$ cat src/rtl/core/cdq_pkg.sv
// cdq_pkg: shared constants, beat types and ring helpers for the circular deque
// used by cdq_mem, cdq_ctrl and circular_deque_unit; depends on nothing

package cdq_pkg;

   localparam int DEPTH      = 16;
   localparam int DATA_WIDTH = 32;
   localparam int PTR_W      = (DEPTH > 2) ? $clog2(DEPTH) : 1;
   localparam int CAP        = DEPTH - 1;

   // widths fixed by the channel fields
   localparam int OP_W     = 3;
   localparam int DOUT_W   = 32;
   localparam int DIN_W    = 32;
   localparam int SLOT_W   = 4;
   localparam int STATUS_W = 2;
   localparam int FIELD_W  = 4;

   typedef logic [PTR_W-1:0]      ptr_type;
   typedef logic [DATA_WIDTH-1:0] word_type;

   typedef enum logic [OP_W-1:0] {
      OP_PUSH_BACK  = 3'd0,
      OP_PUSH_FRONT = 3'd1,
      OP_POP_FRONT  = 3'd2,
      OP_POP_BACK   = 3'd3,
      OP_REMOVE     = 3'd4,
      OP_READ       = 3'd5
   } op_type;

   typedef enum logic [STATUS_W-1:0] {
      ST_OK     = 2'd0,
      ST_FULL   = 2'd1,
      ST_EMPTY  = 2'd2,
      ST_NOSLOT = 2'd3
   } status_type;

   typedef struct packed {
      logic [OP_W-1:0]   operation;
      logic [DIN_W-1:0]  data_in;
      logic [SLOT_W-1:0] slot_index;
   } req_type;

   typedef struct packed {
      logic [DOUT_W-1:0]   data_out;
      logic [STATUS_W-1:0] status;
      logic [FIELD_W-1:0]  entry_count;
      logic [FIELD_W-1:0]  front_slot;
      logic [FIELD_W-1:0]  back_slot;
   } rsp_type;

   typedef struct packed {
      logic     we;
      ptr_type  waddr;
      word_type wdata;
      ptr_type  raddr;
   } mem_req_type;

   function automatic ptr_type ring_next(input ptr_type p);
      ptr_type r;
      if (p == PTR_W'(DEPTH - 1)) r = '0;
      else r = p + PTR_W'(1);
      return r;
   endfunction

   function automatic ptr_type ring_prev(input ptr_type p);
      ptr_type r;
      if (p == '0) r = PTR_W'(DEPTH - 1);
      else r = p - PTR_W'(1);
      return r;
   endfunction

endpackage

$ cat src/rtl/core/cdq_mem.sv
// cdq_mem: entry storage of the deque, one write and one registered read a cycle
// depends on cdq_pkg

module cdq_mem (
   input  logic                 clock,
   input  cdq_pkg::mem_req_type mem_req,
   output cdq_pkg::word_type    rd_data
);

   cdq_pkg::word_type mem_array [cdq_pkg::DEPTH];
   cdq_pkg::word_type rd_data_ff;

   // read returns the old contents when the same entry is written
   always_ff @(posedge clock) begin
      rd_data_ff <= mem_array[mem_req.raddr];
      if (mem_req.we) begin
         mem_array[mem_req.waddr] <= mem_req.wdata;
      end
   end

   assign rd_data = rd_data_ff;

endmodule

$ cat src/rtl/core/cdq_ctrl.sv
// cdq_ctrl: deque sequencer; keeps front, back and count, drives the entry memory
// and runs the shift sweep for removal; depends on cdq_pkg

module cdq_ctrl (
   input  logic                  clock,
   input  logic                  reset,
   input  logic                  req_valid,
   output logic                  req_ready,
   input  cdq_pkg::req_type      req,
   output logic                  res_valid,
   input  logic                  res_ready,
   output cdq_pkg::rsp_type      res,
   output cdq_pkg::mem_req_type  mem_req,
   input  cdq_pkg::word_type     rd_data
);

   typedef enum logic [1:0] {
      S_IDLE,
      S_WAIT,
      S_SHIFT,
      S_RESULT
   } state_type;

   state_type           state_ff;
   cdq_pkg::ptr_type    front_ff;
   cdq_pkg::ptr_type    back_ff;
   cdq_pkg::ptr_type    count_ff;
   cdq_pkg::ptr_type    pos_ff;
   logic                remove_ff;
   cdq_pkg::word_type   data_ff;
   cdq_pkg::status_type status_ff;

   logic                is_full;
   logic                is_empty;
   logic                slot_in_range;
   cdq_pkg::ptr_type    slot_ptr;
   logic [cdq_pkg::PTR_W:0] dist_raw;
   logic [cdq_pkg::PTR_W:0] ring_dist;
   logic                slot_held;
   logic                accept;
   cdq_pkg::word_type   push_word;

   assign accept    = req_valid && req_ready;
   assign req_ready = (state_ff == S_IDLE);
   assign res_valid = (state_ff == S_RESULT);
   assign is_full   = (count_ff == cdq_pkg::PTR_W'(cdq_pkg::CAP));
   assign is_empty  = (count_ff == '0);
   assign push_word = cdq_pkg::DATA_WIDTH'(req.data_in);

   // slot is held when its ring distance from the front is below the count
   always_comb begin
      slot_in_range = (32'(req.slot_index) < 32'(cdq_pkg::DEPTH));
      slot_ptr      = cdq_pkg::PTR_W'(req.slot_index);
      dist_raw      = {1'b0, slot_ptr} + (cdq_pkg::PTR_W + 1)'(cdq_pkg::DEPTH)
                      - {1'b0, front_ff};
      if (dist_raw >= (cdq_pkg::PTR_W + 1)'(cdq_pkg::DEPTH)) begin
         ring_dist = dist_raw - (cdq_pkg::PTR_W + 1)'(cdq_pkg::DEPTH);
      end else begin
         ring_dist = dist_raw;
      end
      slot_held = slot_in_range && (ring_dist < {1'b0, count_ff});
   end

   always_comb begin
      mem_req.we    = 1'b0;
      mem_req.waddr = back_ff;
      mem_req.wdata = push_word;
      mem_req.raddr = front_ff;
      case (state_ff)
         S_IDLE: begin
            if (accept) begin
               case (req.operation)
                  cdq_pkg::OP_PUSH_BACK: begin
                     mem_req.we    = !is_full;
                     mem_req.waddr = back_ff;
                  end
                  cdq_pkg::OP_PUSH_FRONT: begin
                     mem_req.we    = !is_full;
                     mem_req.waddr = cdq_pkg::ring_prev(front_ff);
                  end
                  cdq_pkg::OP_POP_FRONT: mem_req.raddr = front_ff;
                  cdq_pkg::OP_POP_BACK:  mem_req.raddr = cdq_pkg::ring_prev(back_ff);
                  cdq_pkg::OP_REMOVE,
                  cdq_pkg::OP_READ:      mem_req.raddr = slot_ptr;
                  default:               mem_req.raddr = front_ff;
               endcase
            end
         end
         S_WAIT: begin
            mem_req.raddr = cdq_pkg::ring_next(pos_ff);
         end
         S_SHIFT: begin
            // move the fetched successor down, fetch the one after it
            mem_req.we    = 1'b1;
            mem_req.waddr = pos_ff;
            mem_req.wdata = rd_data;
            mem_req.raddr = cdq_pkg::ring_next(cdq_pkg::ring_next(pos_ff));
         end
         default: begin
            mem_req.we = 1'b0;
         end
      endcase
   end

   always_ff @(posedge clock) begin
      if (reset) begin
         state_ff  <= S_IDLE;
         front_ff  <= '0;
         back_ff   <= '0;
         count_ff  <= '0;
         pos_ff    <= '0;
         remove_ff <= 1'b0;
         status_ff <= cdq_pkg::ST_OK;
         data_ff   <= '0;
      end else begin
         case (state_ff)
            S_IDLE: begin
               if (accept) begin
                  data_ff   <= '0;
                  status_ff <= cdq_pkg::ST_OK;
                  remove_ff <= 1'b0;
                  state_ff  <= S_RESULT;
                  case (req.operation)
                     cdq_pkg::OP_PUSH_BACK: begin
                        if (is_full) begin
                           status_ff <= cdq_pkg::ST_FULL;
                        end else begin
                           data_ff  <= push_word;
                           back_ff  <= cdq_pkg::ring_next(back_ff);
                           count_ff <= count_ff + cdq_pkg::PTR_W'(1);
                        end
                     end
                     cdq_pkg::OP_PUSH_FRONT: begin
                        if (is_full) begin
                           status_ff <= cdq_pkg::ST_FULL;
                        end else begin
                           data_ff  <= push_word;
                           front_ff <= cdq_pkg::ring_prev(front_ff);
                           count_ff <= count_ff + cdq_pkg::PTR_W'(1);
                        end
                     end
                     cdq_pkg::OP_POP_FRONT: begin
                        if (is_empty) begin
                           status_ff <= cdq_pkg::ST_EMPTY;
                        end else begin
                           front_ff <= cdq_pkg::ring_next(front_ff);
                           count_ff <= count_ff - cdq_pkg::PTR_W'(1);
                           state_ff <= S_WAIT;
                        end
                     end
                     cdq_pkg::OP_POP_BACK: begin
                        if (is_empty) begin
                           status_ff <= cdq_pkg::ST_EMPTY;
                        end else begin
                           back_ff  <= cdq_pkg::ring_prev(back_ff);
                           count_ff <= count_ff - cdq_pkg::PTR_W'(1);
                           state_ff <= S_WAIT;
                        end
                     end
                     cdq_pkg::OP_REMOVE: begin
                        if (!slot_held) begin
                           status_ff <= cdq_pkg::ST_NOSLOT;
                        end else begin
                           // back_ff becomes the old last entry, where the sweep stops
                           pos_ff    <= slot_ptr;
                           remove_ff <= 1'b1;
                           back_ff   <= cdq_pkg::ring_prev(back_ff);
                           count_ff  <= count_ff - cdq_pkg::PTR_W'(1);
                           state_ff  <= S_WAIT;
                        end
                     end
                     cdq_pkg::OP_READ: begin
                        if (!slot_held) begin
                           status_ff <= cdq_pkg::ST_NOSLOT;
                        end else begin
                           state_ff <= S_WAIT;
                        end
                     end
                     default: begin
                        status_ff <= cdq_pkg::ST_OK;
                     end
                  endcase
               end
            end
            S_WAIT: begin
               data_ff <= rd_data;
               if (remove_ff && (pos_ff != back_ff)) begin
                  state_ff <= S_SHIFT;
               end else begin
                  state_ff <= S_RESULT;
               end
            end
            S_SHIFT: begin
               pos_ff <= cdq_pkg::ring_next(pos_ff);
               if (cdq_pkg::ring_next(pos_ff) == back_ff) begin
                  state_ff <= S_RESULT;
               end
            end
            S_RESULT: begin
               if (res_ready) begin
                  state_ff <= S_IDLE;
               end
            end
            default: begin
               state_ff <= S_IDLE;
            end
         endcase
      end
   end

   always_comb begin
      res.data_out    = cdq_pkg::DOUT_W'(data_ff);
      res.status      = status_ff;
      res.entry_count = cdq_pkg::FIELD_W'(count_ff);
      res.front_slot  = cdq_pkg::FIELD_W'(front_ff);
      res.back_slot   = cdq_pkg::FIELD_W'(cdq_pkg::ring_prev(back_ff));
   end

endmodule

$ cat src/rtl/core/circular_deque_unit.sv
// circular_deque_unit: top level of the circular deque with its result register
// depends on cdq_pkg, cdq_mem and cdq_ctrl
//
// Usage:
//   req_ channel carries one operation a beat: push back, push front, pop front,
//   pop back, remove at a physical slot, read a physical slot. rsp_ channel returns
//   one beat per operation with the data, status, count and front/back slots.
//   Both channels are valid/ready; a beat moves when valid and ready are high.
//   Entries live in a ring memory with one registered read port; one operation is
//   worked on at a time.
//   Pushes and error cases go from the request beat straight to the result;
//   pops, reads and removes first wait for the registered memory read, and a remove
//   then slides the entries behind the removed one down (one memory write per cycle).
//   A new request is taken the cycle after the previous result enters the output
//   register, so a request is never taken while a result is still pending.
//   The output register lets the block take the next request while a result waits;
//   if rsp_ready stays low the next result is held inside until the register frees.
//   Reset empties the deque (front, back and count to zero); entry contents are not
//   cleared.

module circular_deque_unit (
   input  logic             clock,
   input  logic             reset,
   input  logic             req_valid,
   output logic             req_ready,
   input  cdq_pkg::req_type req_payload,
   output logic             rsp_valid,
   input  logic             rsp_ready,
   output cdq_pkg::rsp_type rsp_payload
);

   cdq_pkg::mem_req_type mem_req;
   cdq_pkg::word_type    rd_data;
   cdq_pkg::rsp_type     res;
   logic                 res_valid;
   logic                 res_ready;

   logic                 rsp_valid_ff;
   cdq_pkg::rsp_type     rsp_payload_ff;

   cdq_mem u_mem (
      .clock   (clock),
      .mem_req (mem_req),
      .rd_data (rd_data)
   );

   cdq_ctrl u_ctrl (
      .clock     (clock),
      .reset     (reset),
      .req_valid (req_valid),
      .req_ready (req_ready),
      .req       (req_payload),
      .res_valid (res_valid),
      .res_ready (res_ready),
      .res       (res),
      .mem_req   (mem_req),
      .rd_data   (rd_data)
   );

   assign res_ready = !rsp_valid_ff || rsp_ready;

   always_ff @(posedge clock) begin
      if (reset) begin
         rsp_valid_ff <= 1'b0;
      end else if (res_ready) begin
         rsp_valid_ff <= res_valid;
      end
   end

   always_ff @(posedge clock) begin
      if (res_valid && res_ready) begin
         rsp_payload_ff <= res;
      end
   end

   assign rsp_valid   = rsp_valid_ff;
   assign rsp_payload = rsp_payload_ff;

   a_no_accept_with_pending: assert property (@(posedge clock) disable iff (reset)
      (req_valid && req_ready) |-> !res_valid)
      else $error("request taken while a result is still pending");

   a_result_lands: assert property (@(posedge clock) disable iff (reset)
      (res_valid && res_ready) |=> rsp_valid)
      else $error("handed-off result did not reach the output register");

   a_count_in_range: assert property (@(posedge clock) disable iff (reset)
      rsp_valid |-> (32'(rsp_payload.entry_count) <= 32'(cdq_pkg::CAP)))
      else $error("entry count beyond capacity");

   a_full_means_cap: assert property (@(posedge clock) disable iff (reset)
      (rsp_valid && (rsp_payload.status == cdq_pkg::ST_FULL))
      |-> (32'(rsp_payload.entry_count) == 32'(cdq_pkg::CAP)))
      else $error("full status with room left");

endmodule
$ cat config.mk
export PLATFORM = sky130hd
export DESIGN_NAME = circular_deque_unit
export DESIGN_NICKNAME = d
export VERILOG_FILES = /design/src/rtl/core/cdq_pkg.sv /design/src/rtl/core/cdq_mem.sv /design/src/rtl/core/cdq_ctrl.sv /design/src/rtl/core/circular_deque_unit.sv
export SDC_FILE = /design/constraint.sdc
export NUM_CORES = 1
export LEC_CHECK = 0
export ABC_AREA = 1
export BUFFER_PORTS_ARGS = -buffer_cell sky130_fd_sc_hd__buf_2
export CAP_MARGIN = 20
export CORE_MARGIN = 2
export CORE_UTILIZATION = 30
export DETAILED_ROUTE_END_ITERATION = 16
export PLACE_DENSITY = 0.52
export SYNTH_ARGS = -nofsm -noshare
export SYNTH_HDL_FRONTEND = slang
export SYNTH_SLANG_ARGS = --single-unit
$ cat constraint.sdc
create_clock -name clock -period 4.6 [get_ports clock]
set_clock_uncertainty 0.05 [all_clocks]
set_input_delay 0.23 -clock clock [delete_from_list [all_inputs] [get_ports clock]]
set_output_delay 0.23 -clock clock [all_outputs]
set_load 0.005 [all_outputs]
== Yosys cells after proc, flatten, opt, wreduce, memory -nomap -nowiden ==
Memory sizes are Yosys's and may differ from the RTL's. A register that Yosys moved wholly into a read port is not among the register bits.
Cells that the tools add are included.
Word-level totals
  logic and storage cells: 133
  output and inout bits: 48
  register bits after elaboration: 100
  bits of input ports: 43
  memories kept: 1
  RAM bits: 512
Operators by class
  eq/ne operators: 27
  reductions and logical operators: 26
  $lt $le $gt $ge: 2
  add/sub/neg operators: 11
  muxes and demuxes: 52
Memory list
  u_mem.mem_array: words 16, bits a word 32, rd ports 1, clocked after memory_dff 1, write ports 1, RTL line cdq_mem.sv:10  | cdq_pkg::word_type mem_array [cdq_pkg::DEPTH];
Operators with widths (count)
  32-bit two-way mux: 4
  4-bit two-way mux: 20
  32-bit one-hot mux with 2 select lines: 1
  4-bit one-hot mux with 3 select lines: 3
  4-bit one-hot mux with 2 select lines: 4
  4-bit by 1-bit adder with 4-bit output (second input constant): 5
  4-bit == test (second input constant): 5
  2-bit != test (second input constant): 9
  2-bit two-way mux: 7
  4-bit zero test: 3
  6-bit AND reduction: 2
  4-bit by 1-bit subtractor with 4-bit output (second input constant): 3
  5-bit two-way mux: 2
  5-bit one-hot mux with 2 select lines: 1
  2-bit one-hot mux with 4 select lines: 1
  3-bit by 2-bit == test with 1-bit output (second input constant): 2
  3-bit == test (second input constant): 2
  1-bit two-way mux: 6
  2-bit by 1-bit != test with 1-bit output (second input constant): 3
  2-bit one-hot mux with 3 select lines: 1
  2-bit nonzero test: 3
  3-bit nonzero test: 2
  2-bit OR reduction: 3
  4-bit by 5-bit adder with 5-bit output (second input constant): 1
  20 further kinds: 25

== Longest topological paths before layout ==
Gate-level depths: netlist of the first run.
  word-level depth: 9
  mapped depth: 17
  mapped depth without buffers: 15

== Cells and area by module ==
A second synthesis of the first run with hierarchy kept.
Second synthesis, totals
  cells, all modules: 2826
  area, all modules: 28258.4 sq um
By module, submodules not included
  cdq_mem: area each 22738.1 sq um, sequential area each 16015.4 sq um, times used 1, cells an instance 2120
  cdq_ctrl: area each 4091.4 sq um, sequential area each 1061.0 sq um, times used 1, cells an instance 654
  circular_deque_unit: area each 1428.9 sq um, sequential area each 1401.3 sq um, times used 1, cells an instance 52

== Least setup slack after synthesis of the first run ==
Ideal clock, no wire load.
  kind: reg2reg
  from: register u_ctrl.state_ff[0]
  to: memory u_mem.mem_array[0][0] in the netlist's numbering, enable pin
  cell stages (with the launch flop): 12
  data arrival time: 3072 ps
  setup time: 421 ps
  required time: 4129 ps
  clock period less this slack: 3543 ps
  path slack: 1057 ps
  path buffers: 1
  path through: dfxtp_1 -> inv_1 -> ha_1 -> buf_2 -> nand2_2 -> nor2_1 -> inv_1 -> nand2_1 -> nor2_1 -> nor3_1 -> nand3_1 -> nor2_1
Between the ends
  cells in the longest elaborated chain, start to end: 6
  elaborated cells between the ends (all ways): 8
  classes of those cells: eq/ne: 1; mux: 5; reduce/logical: 2
Ends and longest elaborated chain
  from (decl): RTL line cdq_ctrl.sv:24  | state_type state_ff;
  from (signal assigned): RTL line cdq_ctrl.sv:107  | state_ff <= S_IDLE;
  from (signal assigned): RTL line cdq_ctrl.sv:122  | state_ff <= S_RESULT;
  from (signal assigned): RTL line cdq_ctrl.sv:148  | state_ff <= S_WAIT;
  2-bit zero test (*): RTL line cdq_ctrl.sv:44  | assign req_ready = (state_ff == S_IDLE);
  via req_ready: RTL line circular_deque_unit.sv:25  | output logic req_ready,
  1-bit logical AND: RTL line cdq_ctrl.sv:43  | assign accept = req_valid && req_ready;
  5-bit two-way mux: RTL line cdq_ctrl.sv:71  | if (accept) begin
  1-bit one-hot mux with 2 select lines: RTL line cdq_ctrl.sv:69  | case (state_ff)
  1-bit two-way mux: RTL line cdq_mem.sv:16  | if (mem_req.we) begin
  1-bit two-way mux (implied by the code): RTL line cdq_mem.sv:17  | mem_array[mem_req.waddr] <= mem_req.wdata;
  to (decl): RTL line cdq_mem.sv:10
The timed path passes the listed nets; every way through them passes the cells marked *.

== Worst setup path in the final report of the first run ==
  from: register u_ctrl.state_ff[0]
  to: memory u_mem.mem_array[4][10] in the netlist's numbering, enable pin
Between the ends
  cells in the longest elaborated chain, start to end: 6
  elaborated cells between the ends (all ways): 8
  classes of those cells: eq/ne: 1; mux: 5; reduce/logical: 2
Ends and longest elaborated chain (RTL line)
  2-bit zero test: cdq_ctrl.sv:44, cdq_ctrl.sv:69
  1-bit logical AND: cdq_ctrl.sv:43
  5-bit two-way mux: cdq_ctrl.sv:71
  1-bit one-hot mux with 2 select lines: cdq_ctrl.sv:69
  1-bit two-way mux: cdq_mem.sv:16
  1-bit two-way mux (implied by the code): cdq_mem.sv:17
Parallel ways exist; a longest one is shown, timed or not.

==> results.cfg, run 1 <==
[status]
status = complete, no violations

[power]
ir_worst_vdd_v = 0.000583
power_leakage_nw = 13.3
finalPower_mw = 21.0
powerDensity_nw_per_um2 = 633

[clocking]
cts_hold_buffers = 38
cts_tree = built
cts_made_buffers = 68
path_clk_slew_ns = 0.06
ctsLongestPathBuffers = 3
post-cts-setup-buffers = 0
clk_latency_ns = 0.61
ctsResizeCount = 0
cts_num_sinks = 644
cts_root_buffer = clkbuf_16
h-tree-depth = 3

[cells_and_area]
final_area_sq_um = 33200
post-route-util_pct = 35.0
diodes = 0
drive_above_1_share_pct = 9.61
fin_cells = 4198
fin_nets = 2943
syn2layout_area_growth_pct = 16.2

[grt]
grt_pass1_vias = 19300
grt_overflow_total = 0
grt_usage_pct = 16.5
grt_pass1_wl_mm = 123
grt_start_max_net_pins = 164
antenna_found_initial = 0

[placement]
dpl_cell_area_sq_um = 30500
io_buffer_count = 90
hpwl_mm = 46.9
dp.cells = 4036
routabilityCongestion = 0.801
dp_slack_ns = 0.923

[yosys]
yosysSeqAreaShare_pct = 64.7
synthesis.area_sq_um = 28600
avgSynthCellArea_sq_um = 10.2
synth-seq-cells = 644
synth_enable_flop_cells = 558
synth.most_common_cell = nand3_1
synth_ff_type = edfxtp_1
synthTopCellsByCount = nand3_1, edfxtp_1, nand2_1, inv_1, nand3b_1
synth_area_leaders = edfxtp_1, nand3_1, nand2_1, inv_1, dfxtp_1
yosys_warnings = 0
syn_inst = 2794
async_reset_ff_share_pct = 0
yosysTopAreaCellShare_pct = 58.7
yosysTopAreaCell = edfxtp_1
syn_nets = 2858
yosysUniqueCellTypes = 36

[floorplanning]
rows = 113
dieWidth_um = 313
start_util_pct = 30.1
die_h_um = 313
boundaryPins = 91
dieArea_sq_um = 97700
core-area_sq_um = 94700

[sta]
fin_crit_sh_pct = 79.3
setup_viol = 0
layout_setup_ws_ns = 0.952
worst_slew_pin_slew_ns = 1.04
rsz0062_at_grt = no
hold_viol_final = 0
fin_crit_ns = 3.65
tns_ns = 0
worst_hold_slack_ns = 0.0513
slew_headroom_pct = 30.9
maxSlewViolCount = 0
fmax_mhz = 274

[routing]
viasPerCell = 4.72
drt_iter0_drc = 1804
wl_per_cell_um = 19.1
met2WireLength_mm = 37.8
routed_wl_mm = 80.2
met3_length_mm = 4.27
firstDrtPassIters = 6
highest_layer = met4
ant_nets = 0
num_vias = 19800
wirelength_met1_mm = 36.6
drc_errors = 0

[worst_setup_path]
critical_path_required_ns = 4.84
cp.arrival_ns = 3.89
cp_cell_sequence = inv_1 -> ha_1 -> nand2_2 -> nor2_1 -> inv_1 -> nand2_1 -> nor2_1 -> nor3_1 -> nand3_1 -> nor2_4 -> buf_4
timing.rr.start = u_ctrl.state_ff[0]
crit_family = simple AND/OR/NAND/NOR gates
criticalPathCategory = reg2reg
start_kind = flip-flop
r2r_setup_slack_ns = 0.95
crit_fanout = 16
cp-end-kind = flip-flop
crit_start = u_ctrl.state_ff[0]
crit_path_top_delay_cell = nor2_4
cp.buffers_inverters = 3
slowest_delay_ns = 0.64

[run]
max-cap-violations = 0

[worst_hold_path]
hp-start = req_valid
hold_class = in2reg
## cell families (layout without fill, tap and decap cells)
logic type      count (synthesis)  after routing  share of synthesized area, %
buf+inv                       633            772                          9.14
xor+xnor                       13             13                         0.399
flops                         644            644                          64.7
fa+ha+maj                      21             21                         0.973
compound gates                146            146                          2.88
simple gates                 1337           1337                          21.9
## state kept, by name, summed over array words and instances (netlist names), 2 cells and up
| signal | count |
|---|---|
| rsp_payload | 46 |
| u_ctrl.back_ff | 4 |
| u_ctrl.count_ff | 4 |
| u_ctrl.data_ff | 32 |
| u_ctrl.front_ff | 4 |
| u_ctrl.pos_ff | 4 |
| u_ctrl.state_ff | 2 |
| u_ctrl.status_ff | 2 |
| u_mem.mem_array | 512 |
| u_mem.rd_data | 32 |
## path summary, 6_finish.rpt
check / endpoint / cells after the start
setup / recovery: u_mem.mem_array[4][10] / 11
setup reg to reg: u_mem.mem_array[4][10] / 11
hold / removal: u_ctrl.status_ff[0] / 4
hold reg to reg: rsp_payload[23] / 0
## layer usage
metal / track usage [%] / vias to the layer above
li1: - / 9581
met1: 22.5 / 9593
met2: 27.0 / 530
met3: 2.81 / 113
met4: 4.57 / 0
met5: 0 / -
## cells in the final DEF, fill, tap and decap left out, drive strengths merged
cell,n
a22oi,1
bufinv,4
fa,2
nand3,661
a21o,1
buf,140
nand2,512
ha,19
o21bai,1
nor2,50
nor3,12
inv,471
xnor2,6
a31oi,37
dlygate4sd3,38
xor2,7
nand4,6
dfxtp,86
o211ai,4
o21ai,65
o22ai,1
o31ai,1
edfxtp,558
nand3b,96
clkinvlp,1
clkbuf,99
a21boi,1
a21oi,31
clkinv,19
a211oi,3
## layout make-up
| type | count | area (sq um) |
|---|---|---|
| multi-input combinational | 1517 | 7700 |
| clock inverter | 25 | 249 |
| sequential | 644 | 18500 |
| tap | 1265 | 1580 |
| fill | 9538 | 61600 |
| timing repair buffer | 178 | 1410 |
| inverter | 470 | 1760 |
| clock buffer | 99 | 1990 |
## power breakdown
| group | switching [mW] | leakage, nW | total (mW) | internal, mW |
|---|---|---|---|---|
| Sequential | 0.306 | 5.76 | 7.83 | 7.52 |
| Clock | 2.30 | 1.10 | 5.55 | 3.24 |
| Combinational | 5.55 | 6.44 | 7.61 | 2.06 |
## worst reg2reg max path: cells and delay by family (launching register included)
family / cells / cell delay (ns)
buf+inv: 3 / 0.59
fa+ha+maj: 1 / 0.35
simple gates: 7 / 1.98
flops: 1 / 0.36
(Power assumes the default switching activity.)
==> inputs of run 2 (changes only) <==
--- a/config.mk
+++ b/config.mk
@@ -5,7 +5,7 @@
 export SDC_FILE = /design/constraint.sdc
 export NUM_CORES = 1
 export LEC_CHECK = 0
-export ABC_AREA = 1
+export ABC_AREA = 0
 export BUFFER_PORTS_ARGS = -buffer_cell sky130_fd_sc_hd__buf_2
 export CAP_MARGIN = 20
 export CORE_MARGIN = 2
==> constraint.sdc (replaced) <==
create_clock -name clock -period 3.43 [get_ports clock]
set_clock_uncertainty 0.05 [all_clocks]
set_input_delay 0.1715 -clock clock [delete_from_list [all_inputs] [get_ports clock]]
set_output_delay 0.1715 -clock clock [all_outputs]
set_load 0.005 [all_outputs]
==> run 2 against run 1 <==
Against the previous run:
- global-route usage decreased by 0.72 points
- die area down 8.8%
- fmax grew 14%
- register-to-register slack worse by 0.72 ns
- first-iteration DRC count fell by 19%
- non-clock buffer count is 33 higher
- wire length is 11% lower
- critical path type unchanged
==> results.cfg, run 2 <==
[routing]
firstDrtPassIters = 6
wl_per_cell_um = 21.7
drc_errors = 0
viasPerCell = 5.09
ant_nets = 0
drt_iter0_drc = 1454
num_vias = 16800
routed_wl_mm = 71.5

[worst_setup_path]
cp.arrival_ns = 3.43
cp.buffers_inverters = 3
slowest_delay_ns = 0.42
cp-end-kind = flip-flop
crit_start = u_ctrl.state_ff[0]
start_kind = flip-flop
crit_fanout = 19
crit_path_top_delay_cell = a221oi_2
criticalPathCategory = reg2reg
critical_path_required_ns = 3.66
cp_cell_sequence = inv_1 -> ha_1 -> nand2_1 -> nor4b_1 -> buf_4 -> nor2_1 -> a221oi_2 -> nand2b_1 -> nor2_4 -> buf_12
timing.rr.start = u_ctrl.state_ff[0]
crit_family = simple AND/OR/NAND/NOR gates

[cells_and_area]
largest_register_ffs = 512
fin_nets = 2161
post-route-util_pct = 36.1
final_common_cell = edfxtp_1
syn2layout_area_growth_pct = 18.6
largest_register = u_mem.mem_array
drive_above_1_share_pct = 16.4
mostFrequentLayoutCells = edfxtp_1, nand2_1, nand3_1

[yosys]
synth_area_leaders = edfxtp_1, dfxtp_1, nand2_1, nand3_1, a32oi_1
syn_inst = 1957
synth-seq-cells = 644
yosys_warnings = 0
synth.most_common_cell = edfxtp_1
synth_enable_flop_cells = 558
async_reset_ff_share_pct = 0
yosysUniqueCellTypes = 70
avgSynthCellArea_sq_um = 13.3
synthTopCellsByCount = edfxtp_1, nand2_1, nand3_1, a21oi_1, dfxtp_1
yosysTopAreaCellShare_pct = 64.4
synth_ff_type = edfxtp_1
syn_nets = 2021
synthesis.area_sq_um = 26000
yosysSeqAreaShare_pct = 71.0
yosysTopAreaCell = edfxtp_1

[power]
powerDensity_nw_per_um2 = 890
power_leakage_nw = 10.3
power_frac_seq_pct = 37.8
clkPwrFrac_pct = 25.1
pwr-share-comb_pct = 37.0
finalPower_mw = 27.5
swShare_pct = 36.4
ir_worst_vdd_v = 0.000582
p_switching_mw = 9.99
internal-power_mw = 17.5

[grt]
grt_usage_pct = 15.7
antenna_found_initial = 5
grt_start_max_net_pins = 89
grt_pass1_wl_mm = 107
grt_busiest_layer = met2
grt_pass1_vias = 16200
grt_overflow_total = 0
met1_usage_pct = 21.5
use_met2_pct = 25.8
met3_usage_pct = 2.34

[sta]
tns_ns = 0
worst_hold_slack_ns = 0.0354
rsz0062_at_grt = no
worst_slew_pin_slew_ns = 1.06
fin_crit_ns = 3.20
fmax_mhz = 312
maxSlewViolCount = 0
hold_viol_final = 0
slew_headroom_pct = 29.4
fin_crit_sh_pct = 93.3
setup_viol = 0

[floorplanning]
start_util_pct = 30.4
dieWidth_um = 298
rows = 107
die_h_um = 298
dieArea_sq_um = 89100
core-area_sq_um = 85500
boundaryPins = 91

[clocking]
h-tree-depth = 3
cts_root_buffer = clkbuf_16
path_clk_slew_ns = 0.06
cts_made_buffers = 67
cts_num_sinks = 644
clk_latency_ns = 0.60
cts_tree = built
ctsLongestPathBuffers = 3

[run]
max-cap-violations = 0

[placement]
hpwl_mm = 41.3
io_buffer_count = 90
routabilityCongestion = 0.848

[status]
status = complete, no violations

[worst_hold_path]
hold_class = in2reg
hp-start = req_payload[20]
-- run 2: changes by cell type after synthesis, moves of 33 or more --
| cell | before | now |
|---|---|---|
| a22oi_1 | 1 | 34 |
| o21ai_0 | 63 | 9 |
| mux2_2 | 0 | 33 |
| a31oi_1 | 37 | 1 |
| nand2_1 | 508 | 370 |
| buf_2 | 83 | 46 |
| inv_1 | 464 | 20 |
| a211oi_1 | 3 | 67 |
| a21oi_1 | 30 | 87 |
| a32oi_1 | 0 | 64 |
| a21boi_0 | 0 | 54 |
| nand3_1 | 660 | 167 |
| nand3b_1 | 96 | 6 |
-- run 2: routing by layer --
layer | up-vias | share of wire [%]
li1 | 7659 | -
met5 | - | 0.057
met3 | 115 | 5.6
met2 | 497 | 48
met4 | 6 | 2.2
met1 | 8484 | 44
-- run 2: layout make-up --
class	instances	area (sq um)
Tap cell	1144	1430
Timing Repair Buffer	211	1810
Sequential cell	644	18500
Clock buffer	88	1810
Multi-Input combinational cell	1152	7000
Fill cell	8160	54700
Clock inverter	32	245
Antenna cell	1	2.50
Inverter	21	78.8
-- run 2: worst register-to-register path, cell delays in order (launching register included) --
cell and delay (ns):
dfxtp_1 0.34, inv_1 0.12, ha_1 0.27, nand2_1 0.12
nor4b_1 0.28, buf_4 0.18, nor2_1 0.10, a221oi_2 0.42
nand2b_1 0.33, nor2_4 0.41, buf_12 0.26
-- run 2: path summary, 6_finish.rpt --
check	depth (start not counted)	slack, ns	end
hold reg to reg	0	0.38	rsp_payload[29]
setup reg to reg	10	0.23	u_mem.mem_array[11][27]
hold / removal	3	0.04	u_ctrl.data_ff[16]
setup / recovery	10	0.23	u_mem.mem_array[11][27]
-- run 2: power groups by stage --
stage	combinational, mW	clock, mW	sequential [mW]
2_1_floorplan	6.69	0	10.4
3_3_place_gp	10.0	0	10.5
3_5_place_dp	10.2	0	10.6
4_1_cts	10.2	7.09	10.4
5_1_grt	11.1	7.37	10.5
6_report	10.2	6.90	10.4
-- run 2: logic make-up after synthesis --
family,synth area share [%]
adders and majority gates,1.07
DFF,71.0
buffers and inverters,2.83
xor gates and xnor gates,0.741
AOI/OAI and AO/OA,11.5
and+or+nand+nor,11.0
muxes,1.81
-- run 2: metrics by stage --
| stage | setup WS (ns) | area (sq um) | std cells |
|---|---|---|---|
| 4_1_cts | 0.0654 | 30800 | 3290 |
| 6_report | 0.229 | 30900 | 3293 |
| 2_1_floorplan | -0.439 | 26100 | 1957 |
| 3_3_place_gp | 0.144 | 28500 | 3145 |
| 5_1_grt | 0.0153 | 30900 | 3292 |
| 3_5_place_dp | 0.113 | 28500 | 3145 |
-- run 2: what timing repair did --
action	CTS	global route
resized for setup	0	3
hold buffers	25	0
setup buffers	0	2
endpoints found under the hold margin	25	0
endpoints found under the setup margin	0	405
==> inputs of run 3 (changes only) <==
--- a/config.mk
+++ b/config.mk
@@ -5,7 +5,6 @@
 export SDC_FILE = /design/constraint.sdc
 export NUM_CORES = 1
 export LEC_CHECK = 0
-export ABC_AREA = 0
 export BUFFER_PORTS_ARGS = -buffer_cell sky130_fd_sc_hd__buf_2
 export CAP_MARGIN = 20
 export CORE_MARGIN = 2
@@ -15,3 +14,4 @@
 export SYNTH_ARGS = -nofsm -noshare
 export SYNTH_HDL_FRONTEND = slang
 export SYNTH_SLANG_ARGS = --single-unit
+export TNS_END_PERCENT = 20
==> constraint.sdc (replaced) <==
create_clock -name clock -period 3.8 [get_ports clock]
set_clock_uncertainty 0.05 [all_clocks]
set_input_delay 0.19 -clock clock [delete_from_list [all_inputs] [get_ports clock]]
set_output_delay 0.19 -clock clock [all_outputs]
set_load 0.005 [all_outputs]
==> run 3 against run 2 <==
Against the previous run:
- highest routed layer unchanged
- power down 8.9%
- register-to-register slack better by 0.13 ns
- first-iteration DRC count down 12%
- setup slack better by 0.13 ns
==> results.cfg, run 3 (same netlist as run 2, synthesis figures left out) <==
[worst_setup_path]
r2r_cells = 9
slowest_delay_ns = 0.55
r2r_setup_slack_ns = 0.36
cpMostUsedCell = nand2_1
start_kind = flip-flop
cp-end-kind = flip-flop
cp_cell_sequence = inv_1 -> ha_1 -> nand2_1 -> nor4b_1 -> nor2_1 -> a221oi_2 -> nand2_1 -> nor2_4 -> buf_4
timing.rr.end = u_mem.mem_array[0][23]
crit_fanout = 16
cp.arrival_ns = 3.65
timing.rr.start = u_ctrl.state_ff[1]
critical_path_required_ns = 4.01
criticalPathCategory = reg2reg
crit_path_top_delay_cell = nor4b_1

[floorplanning]
boundaryPins = 91
die_h_um = 298
dieArea_sq_um = 89100
rows = 107
core-area_sq_um = 85500
dieWidth_um = 298
start_util_pct = 30.4

[routing]
firstDrtPassIters = 5
viasPerCell = 5.10
drt_iter0_drc = 1280
num_vias = 16700
drc_errors = 0
wl_per_cell_um = 22.0
ant_nets = 0
routed_wl_mm = 72.2

[worst_hold_path]
min_path_cells = 5
hold_class = in2reg
hp-start = req_payload[3]
holdPathEnd = u_ctrl.pos_ff[3]

[grt]
grt_start_max_net_pins = 65
grt_pass1_wl_mm = 108
grt_pass1_vias = 16700
grt_usage_pct = 16.0
antenna_found_initial = 6
grt_overflow_total = 0

[sta]
fin_crit_ns = 3.44
worst_slew_pin_slew_ns = 0.862
hold_viol_final = 0
fin_crit_sh_pct = 90.6
slew_headroom_pct = 42.5
tns_ns = 0
setup_viol = 0
layout_setup_ws_ns = 0.357
maxSlewViolCount = 0
rsz0062_at_grt = no
fmax_mhz = 290
worst_hold_slack_ns = 0.0529

[cells_and_area]
final_area_sq_um = 30800
largest_register = u_mem.mem_array
syn2layout_area_growth_pct = 18.3
drive_above_1_share_pct = 15.5
mostFrequentLayoutCells = edfxtp_1, nand2_1, nand3_1
final_common_cell = edfxtp_1
fin_nets = 2150
largest_register_ffs = 512
diodes = 0

[placement]
hpwl_mm = 43.2
dp_slack_ns = 0.141
dpl_cell_area_sq_um = 28400
routabilityCongestion = 0.839
io_buffer_count = 90

[clocking]
cts_root_buffer = clkbuf_16
clk_latency_ns = 0.61
cts_num_sinks = 644
cts_tree = built
h-tree-depth = 3
ctsLongestPathBuffers = 3
cts_made_buffers = 67
path_clk_slew_ns = 0.06

[power]
powerDensity_nw_per_um2 = 812
ir_worst_vdd_v = 0.000480
finalPower_mw = 25.0
power_leakage_nw = 10.2

[run]
max-cap-violations = 0

[status]
status = complete, no violations
run 3: final cells by class:
class                   count  area, sq um
fillers                  8193        54800
flip-flops and latches    644        18500
multi-input cells        1152         6990
clock buffers              93         1870
repair buffers            200         1690
well taps                1144         1430
clock inverters            28          240
inverters                  21         78.8
run 3: worst max-delay path by stage:
stage	start	endpoint	slack [ns]	depth (start not counted)
3_5_place_dp	u_ctrl.state_ff[1]	u_mem.mem_array[5][9]	0.14	9
3_3_place_gp	u_ctrl.state_ff[0]	u_mem.mem_array[0][21]	0.20	9
6_report	u_ctrl.state_ff[1]	u_mem.mem_array[0][23]	0.36	9
5_1_grt	u_ctrl.state_ff[1]	u_mem.mem_array[0][23]	0.15	9
2_1_floorplan	u_ctrl.state_ff[0]	u_mem.mem_array[10][0]	-0.19	10
4_1_cts	u_ctrl.state_ff[1]	u_mem.mem_array[5][24]	0.13	9
run 3: metal layers:
metal / wire [um] / vias up / global-route usage [%]
li1: - / 7641 / -
met3: 4380 / 109 / 2.86
met4: 1530 / 10 / 4.73
met1: 31600 / 8477 / 21.5
met2: 34600 / 497 / 26.4
met5: 58 / - / 0
run 3: repair_timing:
item,in CTS,in global routing
gates resized for setup,0,1
endpoints found under the setup margin,0,187
endpoints found under the hold margin,31,0
buffers inserted,0,1
hold buffers,26,0
run 3: per-stage QoR:
stage / utilization [%] / std cells
after floorplan: - / 1957
after global placement: 33.2 / 3134
after detailed placement: 33.2 / 3134
after CTS: 36.0 / 3281
after global routing: 36.0 / 3282
final: 36.0 / 3282
run 3: worst max-delay path, delay by kind of cell (launching register included):
kind,cells,cell delay (ns)
AOI/OAI and AO/OA,1,0.45
DFF,1,0.35
adders and majority gates,1,0.31
and+or+nand+nor,5,1.46
buffers and inverters,2,0.48
run 3: power by group:
group	internal [mW]	switching (mW)
sequential	9.07	0.317
clock	3.72	2.68
combinational	3.13	6.10
